File: src/rtl/nmea_sentence_checker_defines.svh
// Shared assertion macros for the sentence checker.
// Every macro samples on clk and is disabled while arst_n is low.
`ifndef NMEA_SENTENCE_CHECKER_DEFINES_SVH
`define NMEA_SENTENCE_CHECKER_DEFINES_SVH

// Condition holds at every clock edge
`define NSC_ASSERT_ALWAYS(label, cond, msg) \
	label: assert property (@(posedge clk) disable iff (!arst_n) (cond)) else $error(msg);

// Consequence holds in the same cycle as the antecedent
`define NSC_ASSERT_IMPLIES(label, ante, cons, msg) \
	label: assert property (@(posedge clk) disable iff (!arst_n) (ante) |-> (cons)) else $error(msg);

// Consequence holds in the cycle after the antecedent
`define NSC_ASSERT_NEXT(label, ante, cons, msg) \
	label: assert property (@(posedge clk) disable iff (!arst_n) (ante) |=> (cons)) else $error(msg);

`endif

File: src/rtl/nsc_pkg.sv
package nsc_pkg;

	// Default configuration
	localparam int MAX_FIELDS_DEF         = 24;
	localparam int MAX_SENTENCE_CHARS_DEF = 83;
	localparam logic [39:0] SENTENCE_ID_RESET = 40'h474E5A4441;

	// Fixed widths of the item fields
	localparam int BYTE_W  = 8;
	localparam int FIDX_W  = 5;
	localparam int POS_W   = 7;
	localparam int LEN_W   = 7;
	localparam int ID_W    = 40;
	localparam int ID_CHARS = 5;
	localparam int IDM_W   = 3;

	// Characters of interest
	localparam logic [7:0] CHR_DOLLAR = 8'd36;
	localparam logic [7:0] CHR_STAR   = 8'd42;
	localparam logic [7:0] CHR_COMMA  = 8'd44;
	localparam logic [7:0] CHR_CR     = 8'd13;
	localparam logic [7:0] CHR_LF     = 8'd10;
	localparam logic [7:0] CHR_0      = 8'd48;
	localparam logic [7:0] CHR_9      = 8'd57;
	localparam logic [7:0] CHR_A      = 8'd65;
	localparam logic [7:0] CHR_F      = 8'd70;
	localparam logic [7:0] HEX_ALPHA_OFS = 8'd7;

	// Result kinds
	localparam logic KIND_CHAR    = 1'b0;
	localparam logic KIND_VERDICT = 1'b1;

	// Verdict codes
	localparam logic [1:0] V_OK        = 2'd0;
	localparam logic [1:0] V_MISMATCH  = 2'd1;
	localparam logic [1:0] V_MALFORMED = 2'd2;

	typedef enum logic [2:0] {
		PH_HUNT,
		PH_ID,
		PH_BODY,
		PH_HEX1,
		PH_HEX2
	} phase_t;

	typedef struct packed {
		logic              result_kind;
		logic [FIDX_W-1:0] field_index;
		logic [POS_W-1:0]  char_in_field;
		logic [BYTE_W-1:0] char_value;
		logic [1:0]        verdict;
		logic [FIDX_W-1:0] field_count;
		logic              is_last;
	} result_t;

	// Uppercase hex digit decode: {ok, nibble}
	function automatic logic [4:0] hex_digit(logic [7:0] c);
		logic [7:0] v;
		v = 8'd0;
		if (c >= CHR_0 && c <= CHR_9) begin
			v = c - CHR_0;
			return {1'b1, v[3:0]};
		end
		if (c >= CHR_A && c <= CHR_F) begin
			v = c - CHR_0 - HEX_ALPHA_OFS;
			return {1'b1, v[3:0]};
		end
		return 5'd0;
	endfunction

endpackage

File: src/rtl/nsc_parser.sv
`include "nmea_sentence_checker_defines.svh"

module nsc_parser #(
	parameter int MAX_FIELDS         = nsc_pkg::MAX_FIELDS_DEF,
	parameter int MAX_SENTENCE_CHARS = nsc_pkg::MAX_SENTENCE_CHARS_DEF
) (
	input  logic                         clk,
	input  logic                         arst_n,
	input  logic                         cfg_we,
	input  logic [nsc_pkg::ID_W-1:0]     cfg_data,
	input  logic                         step,
	input  logic [nsc_pkg::BYTE_W-1:0]   rx,
	output logic                         res_valid,
	output nsc_pkg::result_t             res
);

	localparam int FW = $clog2(MAX_FIELDS + 1);
	localparam logic [FW-1:0] FIELD_LIMIT = FW'(MAX_FIELDS);
	localparam logic [nsc_pkg::LEN_W-1:0] LEN_LIMIT = nsc_pkg::LEN_W'(MAX_SENTENCE_CHARS);

	logic [nsc_pkg::ID_W-1:0]   sentence_id_q;
	nsc_pkg::phase_t            phase_q, phase_d;
	logic [nsc_pkg::IDM_W-1:0]  id_matched_q, id_matched_d;
	logic [7:0]                 xor_q, xor_d;
	logic [3:0]                 nibble_q, nibble_d;
	logic [nsc_pkg::LEN_W-1:0]  len_q, len_d;
	logic [FW-1:0]              field_q, field_d;
	logic [nsc_pkg::POS_W-1:0]  pos_q, pos_d;

	logic [7:0] want;
	logic [4:0] hex;
	logic       is_dollar, is_star, is_comma, is_eol, id_ok, too_long, room;
	logic [FW:0] count_wide;

	// Configuration register
	always_ff @(posedge clk or negedge arst_n) begin
		if (!arst_n) begin
			sentence_id_q <= nsc_pkg::SENTENCE_ID_RESET;
		end else if (cfg_we) begin
			sentence_id_q <= cfg_data;
		end
	end

	// Pick the identifier character expected next
	always_comb begin
		case (id_matched_q)
			3'd0:    want = sentence_id_q[39:32];
			3'd1:    want = sentence_id_q[31:24];
			3'd2:    want = sentence_id_q[23:16];
			3'd3:    want = sentence_id_q[15:8];
			3'd4:    want = sentence_id_q[7:0];
			default: want = sentence_id_q[39:32];
		endcase
	end

	// Byte classification
	assign is_dollar = (rx == nsc_pkg::CHR_DOLLAR);
	assign is_star   = (rx == nsc_pkg::CHR_STAR);
	assign is_comma  = (rx == nsc_pkg::CHR_COMMA);
	assign is_eol    = (rx == nsc_pkg::CHR_CR) || (rx == nsc_pkg::CHR_LF);
	assign id_ok     = (rx == want);
	assign too_long  = (len_q >= LEN_LIMIT);
	assign room      = (field_q < FIELD_LIMIT);
	assign hex       = nsc_pkg::hex_digit(rx);
	assign count_wide = (field_q == FIELD_LIMIT) ? {1'b0, FIELD_LIMIT}
		: {1'b0, field_q} + (FW+1)'(1);

	// Next phase
	always_comb begin
		phase_d = phase_q;
		if (is_dollar) begin
			phase_d = nsc_pkg::PH_ID;
		end else begin
			case (phase_q)
				nsc_pkg::PH_ID: begin
					if (!id_ok) begin
						phase_d = nsc_pkg::PH_HUNT;
					end else if (id_matched_q == 3'(nsc_pkg::ID_CHARS - 1)) begin
						phase_d = nsc_pkg::PH_BODY;
					end
				end
				nsc_pkg::PH_BODY: begin
					if (is_star) begin
						phase_d = nsc_pkg::PH_HEX1;
					end else if (is_eol || too_long) begin
						phase_d = nsc_pkg::PH_HUNT;
					end
				end
				nsc_pkg::PH_HEX1: begin
					phase_d = hex[4] ? nsc_pkg::PH_HEX2 : nsc_pkg::PH_HUNT;
				end
				nsc_pkg::PH_HEX2: phase_d = nsc_pkg::PH_HUNT;
				default: phase_d = nsc_pkg::PH_HUNT;
			endcase
		end
	end

	// Datapath updates and result
	always_comb begin
		id_matched_d = id_matched_q;
		xor_d        = xor_q;
		nibble_d     = nibble_q;
		len_d        = len_q;
		field_d      = field_q;
		pos_d        = pos_q;
		res_valid    = 1'b0;
		res          = '0;
		if (is_dollar) begin
			id_matched_d = '0;
			xor_d        = '0;
			nibble_d     = '0;
			len_d        = '0;
			field_d      = '0;
			pos_d        = '0;
		end else begin
			case (phase_q)
				nsc_pkg::PH_ID: begin
					if (id_ok) begin
						xor_d             = xor_q ^ rx;
						len_d             = len_q + 1'b1;
						pos_d             = pos_q + 1'b1;
						id_matched_d      = id_matched_q + 1'b1;
						res_valid         = 1'b1;
						res.result_kind   = nsc_pkg::KIND_CHAR;
						res.field_index   = nsc_pkg::FIDX_W'(field_q);
						res.char_in_field = pos_q;
						res.char_value    = rx;
					end
				end
				nsc_pkg::PH_BODY: begin
					if (is_star) begin
						res_valid = 1'b0;
					end else if (is_eol || too_long) begin
						res_valid       = 1'b1;
						res.result_kind = nsc_pkg::KIND_VERDICT;
						res.verdict     = nsc_pkg::V_MALFORMED;
						res.field_count = nsc_pkg::FIDX_W'(count_wide);
						res.is_last     = 1'b1;
					end else begin
						len_d = len_q + 1'b1;
						xor_d = xor_q ^ rx;
						if (is_comma) begin
							if (room) begin
								field_d = field_q + 1'b1;
							end
							pos_d = '0;
						end else if (room) begin
							pos_d             = pos_q + 1'b1;
							res_valid         = 1'b1;
							res.result_kind   = nsc_pkg::KIND_CHAR;
							res.field_index   = nsc_pkg::FIDX_W'(field_q);
							res.char_in_field = pos_q;
							res.char_value    = rx;
						end
					end
				end
				nsc_pkg::PH_HEX1: begin
					if (hex[4]) begin
						nibble_d = hex[3:0];
					end else begin
						res_valid       = 1'b1;
						res.result_kind = nsc_pkg::KIND_VERDICT;
						res.verdict     = nsc_pkg::V_MALFORMED;
						res.field_count = nsc_pkg::FIDX_W'(count_wide);
						res.is_last     = 1'b1;
					end
				end
				nsc_pkg::PH_HEX2: begin
					res_valid       = 1'b1;
					res.result_kind = nsc_pkg::KIND_VERDICT;
					res.field_count = nsc_pkg::FIDX_W'(count_wide);
					res.is_last     = 1'b1;
					if (!hex[4]) begin
						res.verdict = nsc_pkg::V_MALFORMED;
					end else if ({nibble_q, hex[3:0]} == xor_q) begin
						res.verdict = nsc_pkg::V_OK;
					end else begin
						res.verdict = nsc_pkg::V_MISMATCH;
					end
				end
				default: res_valid = 1'b0;
			endcase
		end
	end

	// Advance the parser state on each processed item
	always_ff @(posedge clk or negedge arst_n) begin
		if (!arst_n) begin
			phase_q      <= nsc_pkg::PH_HUNT;
			id_matched_q <= '0;
			xor_q        <= '0;
			nibble_q     <= '0;
			len_q        <= '0;
			field_q      <= '0;
			pos_q        <= '0;
		end else if (step) begin
			phase_q      <= phase_d;
			id_matched_q <= id_matched_d;
			xor_q        <= xor_d;
			nibble_q     <= nibble_d;
			len_q        <= len_d;
			field_q      <= field_d;
			pos_q        <= pos_d;
		end
	end

	`NSC_ASSERT_IMPLIES(a_id_count, phase_q == nsc_pkg::PH_ID, id_matched_q < 3'(nsc_pkg::ID_CHARS), "identifier count out of range")
	`NSC_ASSERT_ALWAYS(a_field_limit, field_q <= FIELD_LIMIT, "field counter beyond limit")
	`NSC_ASSERT_IMPLIES(a_verdict_hunt, res_valid && res.result_kind == nsc_pkg::KIND_VERDICT, phase_d == nsc_pkg::PH_HUNT, "verdict without return to hunt")

endmodule

File: config.mk
export PLATFORM = sky130hd
export DESIGN_NAME = nsc_parser
export DESIGN_NICKNAME = d
export VERILOG_FILES = /design/src/rtl/nsc_pkg.sv /design/src/rtl/nsc_parser.sv
export VERILOG_INCLUDE_DIRS = /design/src /design/src/rtl
export SDC_FILE = /design/constraint.sdc
export NUM_CORES = 1
export LEC_CHECK = 0
export BUFFER_PORTS_ARGS = -buffer_cell sky130_fd_sc_hd__buf_2
export CORE_MARGIN = 2
export CORE_UTILIZATION = 55
export DETAILED_ROUTE_END_ITERATION = 8
export GPL_ROUTABILITY_DRIVEN = 0
export PLACE_DENSITY_LB_ADDON = 0.15
export SETUP_SLACK_MARGIN = 0.3
export SYNTH_ARGS = -nofsm -noshare
export SYNTH_HDL_FRONTEND = slang
export SYNTH_SLANG_ARGS = --single-unit
File: constraint.sdc
create_clock -name clk -period 3.3 [get_ports clk]
set_input_delay 0 -clock clk [delete_from_list [all_inputs] [get_ports clk]]
set_output_delay 0 -clock clk [all_outputs]
set_load 0.02 [all_outputs]
==> impl_metrics.yaml, run 1 <==
outcome:
  status: "finished clean"
logic_synthesis:
  synth_cell_type_count: 69
  syn-num-nets: 548
  synth_cells: 482
  netlist_area_um2: 4820
  synthXorXnorAreaFrac: 0.0327
  synth_top_flop_cell: "dfrtp_1"
  synth_top_family_by_area: "compound AO/OA/AOI/OAI gates"
  postSynth.asyncResetShare: 1.00
  synth_area_per_cell_um2: 10.0
  synth-compound-area-share: 0.204
  ys_seq_elements: 77
  synth_fa_ha_area_frac: 0.0364
  yosysSeqAreaShare: 0.404
  synthSimpleGateAreaFrac: 0.159
  yosys_warnings: 0
  synth-edff-count: 0
  muxShareOfSynthArea: 0.111
setup_path:
  slowest_delay_ns: 0.42
  end_kind: "register"
  critPathBufInv: 4
  path_common_cell: "buf_4"
  path_cells: "buf_4 > ha_4 > buf_4 > a22oi_1 > o21ai_1 > xnor2_1 > o41ai_4 > buf_4 > a211oi_2 > buf_4 > nor4_1 > o32a_1"
  r2r_slack_ns: 0.34
  worst-setup-path-type: "register to register"
  crit_path_start_kind: "register"
  arrival_ns: 3.26
  worst_path_max_delay_cell: "dfrtp_1"
  cp.required_ns: 3.59
  crit_fanout: 21
  cp_top_family: "compound AO/OA/AOI/OAI gates"
routing:
  drc: 0
  drt_iter0_drc: 209
  top_layer: "met4"
  firstDrtPassIters: 5
  dr_total_vias: 4344
  routed_wl_mm: 13.4
  vias_per_cell: 6.06
  wl_met1_mm: 5.53
  wl_per_cell_um: 18.7
  wl_met2_mm: 6.70
  ant_nets: 0
  dr_wl_met3_um: 873
clock_network:
  cts_root_buffer: "clkbuf_8"
  clk_pin_slew_ns: 0.08
  cts_buffers: 9
  htree_levels: 3
  cts_tree: "built"
  clkLatencyLatePin_ns: 0.36
  clock_path_buffers: 2
  cts_sinks: 77
pwr:
  p_clk_frac: 0.358
  switching_share: 0.272
  p_leak_nw: 2.67
  cellPowerDensity_nw_per_um2: 368
  p_seq_frac: 0.481
  ir_drop_uv: 300
  p_int_mw: 1.63
  power_frac_comb: 0.161
  p_sw_mw: 0.609
timing:
  slew_viol_final: 0
  fin_tns_setup_ns: 0
  setup_ws_ns: 0.338
  min_period_ns: 2.96
  fin_worst_skew_ns: 0.0128
  tightest_slew_ns: 0.961
  hold_viol_final: 0
  min_period_over_period: 0.898
  max_freq_mhz: 338
  finalSetupViolCount: 0
  grt_setup_unrepaired: "true"
  fin_hold_ws_ns: 0.0841
  slew_headroom: 0.359
floorplanning:
  core.rowCount: 34
  dieArea_um2: 9530
  die_w_um: 97.6
  core_um2: 8590
  fp.dieH_um: 97.6
  start_util: 0.561
  pin_count: 82
cells_and_area:
  final_cell_mix: "buf_2, dfrtp_1, mux2_2"
  drive_gt1_frac: 0.347
  layout_commonest_cell: "buf_2"
  nets: 669
  area_growth_pct: 26.4
place:
  dpl.hpwl_mm: 8.74
  dp_slack_ns: 0.309
  io_buffers: 81
worst_hold_path:
  hold_path.class: "input pin to register"
global_route:
  grt_pass1_wl_mm: 21.0
  grt_use_total: 0.276
  grt_pass1_vias: 4250
  grt_overflow_total: 0
  grt_start_max_net_pins: 78
  antenna_found_initial: 1
run:
  drv_cap: 0
cells in the mapped netlist, types with 5 or more instances:
| cell type | instances | area (um^2) |
|---|---|---|
| dfrtp_1 | 61 | 1530 |
| mux2_2 | 45 | 507 |
| o21ai_0 | 41 | 205 |
| nand2_1 | 34 | 128 |
| nor2_1 | 22 | 82.6 |
| nand3_1 | 18 | 90.1 |
| and2_1 | 17 | 106 |
| dfstp_2 | 16 | 420 |
| inv_1 | 16 | 60.1 |
| o31ai_1 | 16 | 120 |
| ha_1 | 14 | 175 |
| clkbuf_1 | 12 | 45.0 |
| a22oi_1 | 11 | 82.6 |
| nand4_1 | 11 | 68.8 |
| xnor2_1 | 11 | 96.3 |
| a21oi_1 | 10 | 50.1 |
| buf_4 | 10 | 75.1 |
| a32oi_1 | 8 | 70.1 |
| xor2_1 | 7 | 61.3 |
| nand2b_1 | 6 | 37.5 |
| o211a_1 | 6 | 60.1 |
| and3_1 | 5 | 31.3 |
| buf_2 | 5 | 25.0 |
| nor3_1 | 5 | 25.0 |
| o21a_1 | 5 | 37.5 |
| o22ai_1 | 5 | 31.3 |
through the flow:
step | instances | utilization | power [mW] | instance area, um^2
after CTS | 708 | 0.694 | 2.22 | 5960
after global routing | 717 | 0.709 | 2.34 | 6090
after global placement | 646 | 0.609 | 1.36 | 5240
after detailed placement | 646 | 0.609 | 1.38 | 5240
after floorplan | 482 | - | 1.27 | 4820
final | 717 | 0.709 | 2.24 | 6090
metal layers:
metal  track usage  up-vias
li1              -     2033
met1         0.360     2080
met2         0.465      203
met3        0.0547       28
met4        0.0876        0
met5             0        -
logic make-up (layout without fill, tap and decap cells):
| kind of cell | count (synthesis) | count (layout) |
|---|---|---|
| xor gates and xnor gates | 18 | 18 |
| buffers and inverters | 51 | 176 |
| muxes | 48 | 48 |
| AOI/OAI and AO/OA | 133 | 133 |
| other | 0 | 1 |
| and+or+nand+nor | 141 | 142 |
| adders and majority gates | 14 | 14 |
| DFF | 77 | 77 |
power by group through the flow:
stage | clock (mW) | sequential [mW] | combinational, mW
final | 0.802 | 1.08 | 0.360
after global placement | 0 | 1.09 | 0.276
after floorplan | 0 | 1.07 | 0.199
after CTS | 0.816 | 1.07 | 0.336
after detailed placement | 0 | 1.09 | 0.287
after global routing | 0.861 | 1.08 | 0.391
what timing repair did:
action,CTS,global route
resized for setup,14,19
pin swaps,4,6
hold buffers,41,0
gates cloned,0,1
setup buffers,5,7
setup endpoints to repair,22,21
hold endpoints to repair,101,0
path summary, 6_finish.rpt:
path / startpoint / to / cells after the start
min in group asynchronous: arst_n / len_q[2] / 2
max: id_matched_q[1] / pos_q[5] / 12
max reg2reg: id_matched_q[1] / pos_q[5] / 12
min: rx[2] / xor_q[2] / 3
min reg2reg: pos_q[6] / pos_q[6] / 1
max in group asynchronous: arst_n / pos_q[3] / 2
sequential cells by signal, indices dropped and copies added (netlist names):
register and count:
sentence_id_q 40, len_q 7, pos_q 7, xor_q 8
field_q 5, nibble_q 4, phase_q 3, id_matched_q 3
tightest hold or removal path: stages:
cell and delay, ns:
buf_2 0.20, inv_4 0.12, o41ai_1 0.08
layout make-up:
cell class,instances,area [um^2]
multi-input cells,355,2730
fillers,655,2500
flip-flops and latches,77,1950
repair buffers,141,990
well taps,108,135
clock buffers,11,131
clock inverters,5,85.1
inverters,19,73.8
diodes,1,2.50
(Power assumes the default switching activity.)
==> inputs of run 2 (changes only) <==
- BUFFER_PORTS_ARGS: -buffer_cell sky130_fd_sc_hd__buf_2 -> -buffer_cell sky130_fd_sc_hd__buf_4
==> run 2 against run 1 <==
Net effect: clock skew is 0.0057 ns lower; clock-buffer cell count stayed put; via count is 0.41% lower; global-route usage hardly changed; combinational power is 4% higher; register-to-register slack better by 0.09 ns; cell area is 2.1% higher; cell count is 1.1% lower; power is 0.62% higher; flip-flop and latch count stayed put; highest routed layer unchanged.
==> impl_metrics.yaml, run 2 (same netlist as run 1, synthesis figures left out) <==
timing:
  grt_setup_unrepaired: "true"
  tightest_slew_ns: 0.966
  min_period_over_period: 0.884
  finalSetupViolCount: 0
  fin_worst_skew_ns: 0.00704
  hold_viol_final: 0
  slew_headroom: 0.356
  slew_viol_final: 0
  max_freq_mhz: 343
  fin_tns_setup_ns: 0
  min_period_ns: 2.92
cells_and_area:
  area_growth_pct: 29.1
  n_fill_cell: 632
  nets: 662
  final_cells: 709
  reg.largest.list: "sentence_id_q: 40 flops, xor_q: 8 flops"
  num_antenna_cells: 0
  final_core_util: 0.724
  final_cell_mix: "buf_4, dfrtp_1, mux2_2"
  largest_register: "sentence_id_q"
  layout_commonest_cell: "buf_4"
  largest_reg_flops: 40
  drive_gt1_frac: 0.339
routing:
  drt_iter0_drc: 280
  wl_per_cell_um: 18.3
  dr_total_vias: 4326
  vias_per_cell: 6.10
  drc: 0
  routed_wl_mm: 13.0
  firstDrtPassIters: 5
  ant_nets: 0
pwr:
  p_total_mw: 2.25
  ir_drop_uv: 288
  p_leak_nw: 2.69
  cellPowerDensity_nw_per_um2: 362
run:
  drv_cap: 0
clock_network:
  cts_buffers: 9
  cts_tree: "built"
  cts_sinks: 77
  cts_root_buffer: "clkbuf_8"
  clk_pin_slew_ns: 0.08
  clock_path_buffers: 2
  htree_levels: 3
  clkLatencyLatePin_ns: 0.36
floorplanning:
  core_um2: 8590
  pin_count: 82
  core.rowCount: 34
  fp.dieH_um: 97.6
  dieArea_um2: 9530
  die_w_um: 97.6
  start_util: 0.561
global_route:
  grt_use_total: 0.276
  grt_start_max_net_pins: 78
  grt_pass1_vias: 4300
  grt_pass1_wl_mm: 21.4
  grt_overflow_total: 0
  antenna_found_initial: 0
setup_path:
  worst_path_max_delay_cell: "dfrtp_1"
  crit_start: "id_matched_q[1]"
  rr_worst_depth: 12
  worst-setup-path-type: "register to output port"
  crit_fanout: 16
  end_kind: "output port"
  r2r_slack_ns: 0.43
  crit_path_start_kind: "register"
  r2r-end: "pos_q[5]"
  path_cells: "inv_2 > ha_4 > a22oi_1 > o311ai_1 > o22ai_2 > o41ai_4 > nand2_2 > a21boi_4 > buf_12 > and2_1 > buf_4"
  worstReg2RegStart: "id_matched_q[0]"
  cp_top_family: "compound AO/OA/AOI/OAI gates"
  cp.required_ns: 3.30
  arrival_ns: 2.92
  critPathBufInv: 3
  slowest_delay_ns: 0.44
place:
  dp_cells: 645
  dpl.hpwl_mm: 8.72
  io_buffers: 81
worst_hold_path:
  worstHoldStart: "rx[2]"
  hold_path_end: "xor_q[2]"
  hold_path.class: "input pin to register"
  holdPathStages: 3
outcome:
  status: "finished clean"
run 2: cell types whose count changed in the layout (fill, tap and decap cells not counted), moves of 2 or more:
cell | before | now
buf_2 | 75 | 0
buf_4 | 23 | 92
a22oi_1 | 8 | 10
a22oi_2 | 3 | 1
o22ai_1 | 5 | 3
o22ai_2 | 0 | 2
run 2: final cells by class:
cell class | instances | area [um^2] | area share
tap | 108 | 135 | 0.0217
clock inverter | 5 | 85.1 | 0.0137
timing repair buffer | 135 | 1130 | 0.181
sequential | 77 | 1950 | 0.313
multi-input combinational | 354 | 2720 | 0.437
clock buffer | 11 | 131 | 0.0211
inverter | 19 | 73.8 | 0.0119
run 2: worst max-delay path by stage:
stage                    end  slack [ns]  depth (start not counted)
finish               res[14]        0.38                         11
global route         res[14]        0.27                         11
CTS                  res[14]        0.31                         11
detailed placement   res[14]        0.26                         10
global placement    pos_q[5]        0.48                          9
floorplan            res[16]        0.59                         12
run 2: worst min-delay path, stage by stage:
cell and delay, ns:
buf_4 0.17, inv_4 0.10, o41ai_1 0.08
run 2: per-layer routing:
metal,GRT usage,part of all wire,up-vias
met5,0,0,-
met4,0.0919,0.020,0
met3,0.0489,0.071,28
met2,0.458,0.49,207
met1,0.366,0.42,2086
li1,-,-,2005
run 2: per-stage QoR:
| step | area (um^2) | worst slack [ns] | hold slack (ns) |
|---|---|---|---|
| 4_1_cts | 6120 | 0.311 | 0.0215 |
| 5_1_grt | 6220 | 0.268 | 0.0386 |
| 6_report | 6220 | 0.384 | 0.0399 |
| 3_5_place_dp | 5430 | 0.262 | 0.215 |
| 3_3_place_gp | 5430 | 0.481 | 0.210 |
| 2_1_floorplan | 4820 | 0.594 | -0.296 |
run 2: repair_timing:
item	CTS	global route
gates resized for setup	9	15
hold buffers	41	0
buffers inserted	2	5
endpoints found under the setup margin	21	28
hold endpoints to repair	101	0
pin swaps	4	8
cloned	0	0
run 2: report_power, final:
| group | total, mW | switching [mW] | internal (mW) | leakage, nW |
|---|---|---|---|---|
| logic | 0.373 | 0.181 | 0.192 | 1.64 |
| clock network | 0.803 | 0.372 | 0.431 | 0.104 |
| registers | 1.08 | 0.0547 | 1.02 | 0.944 |
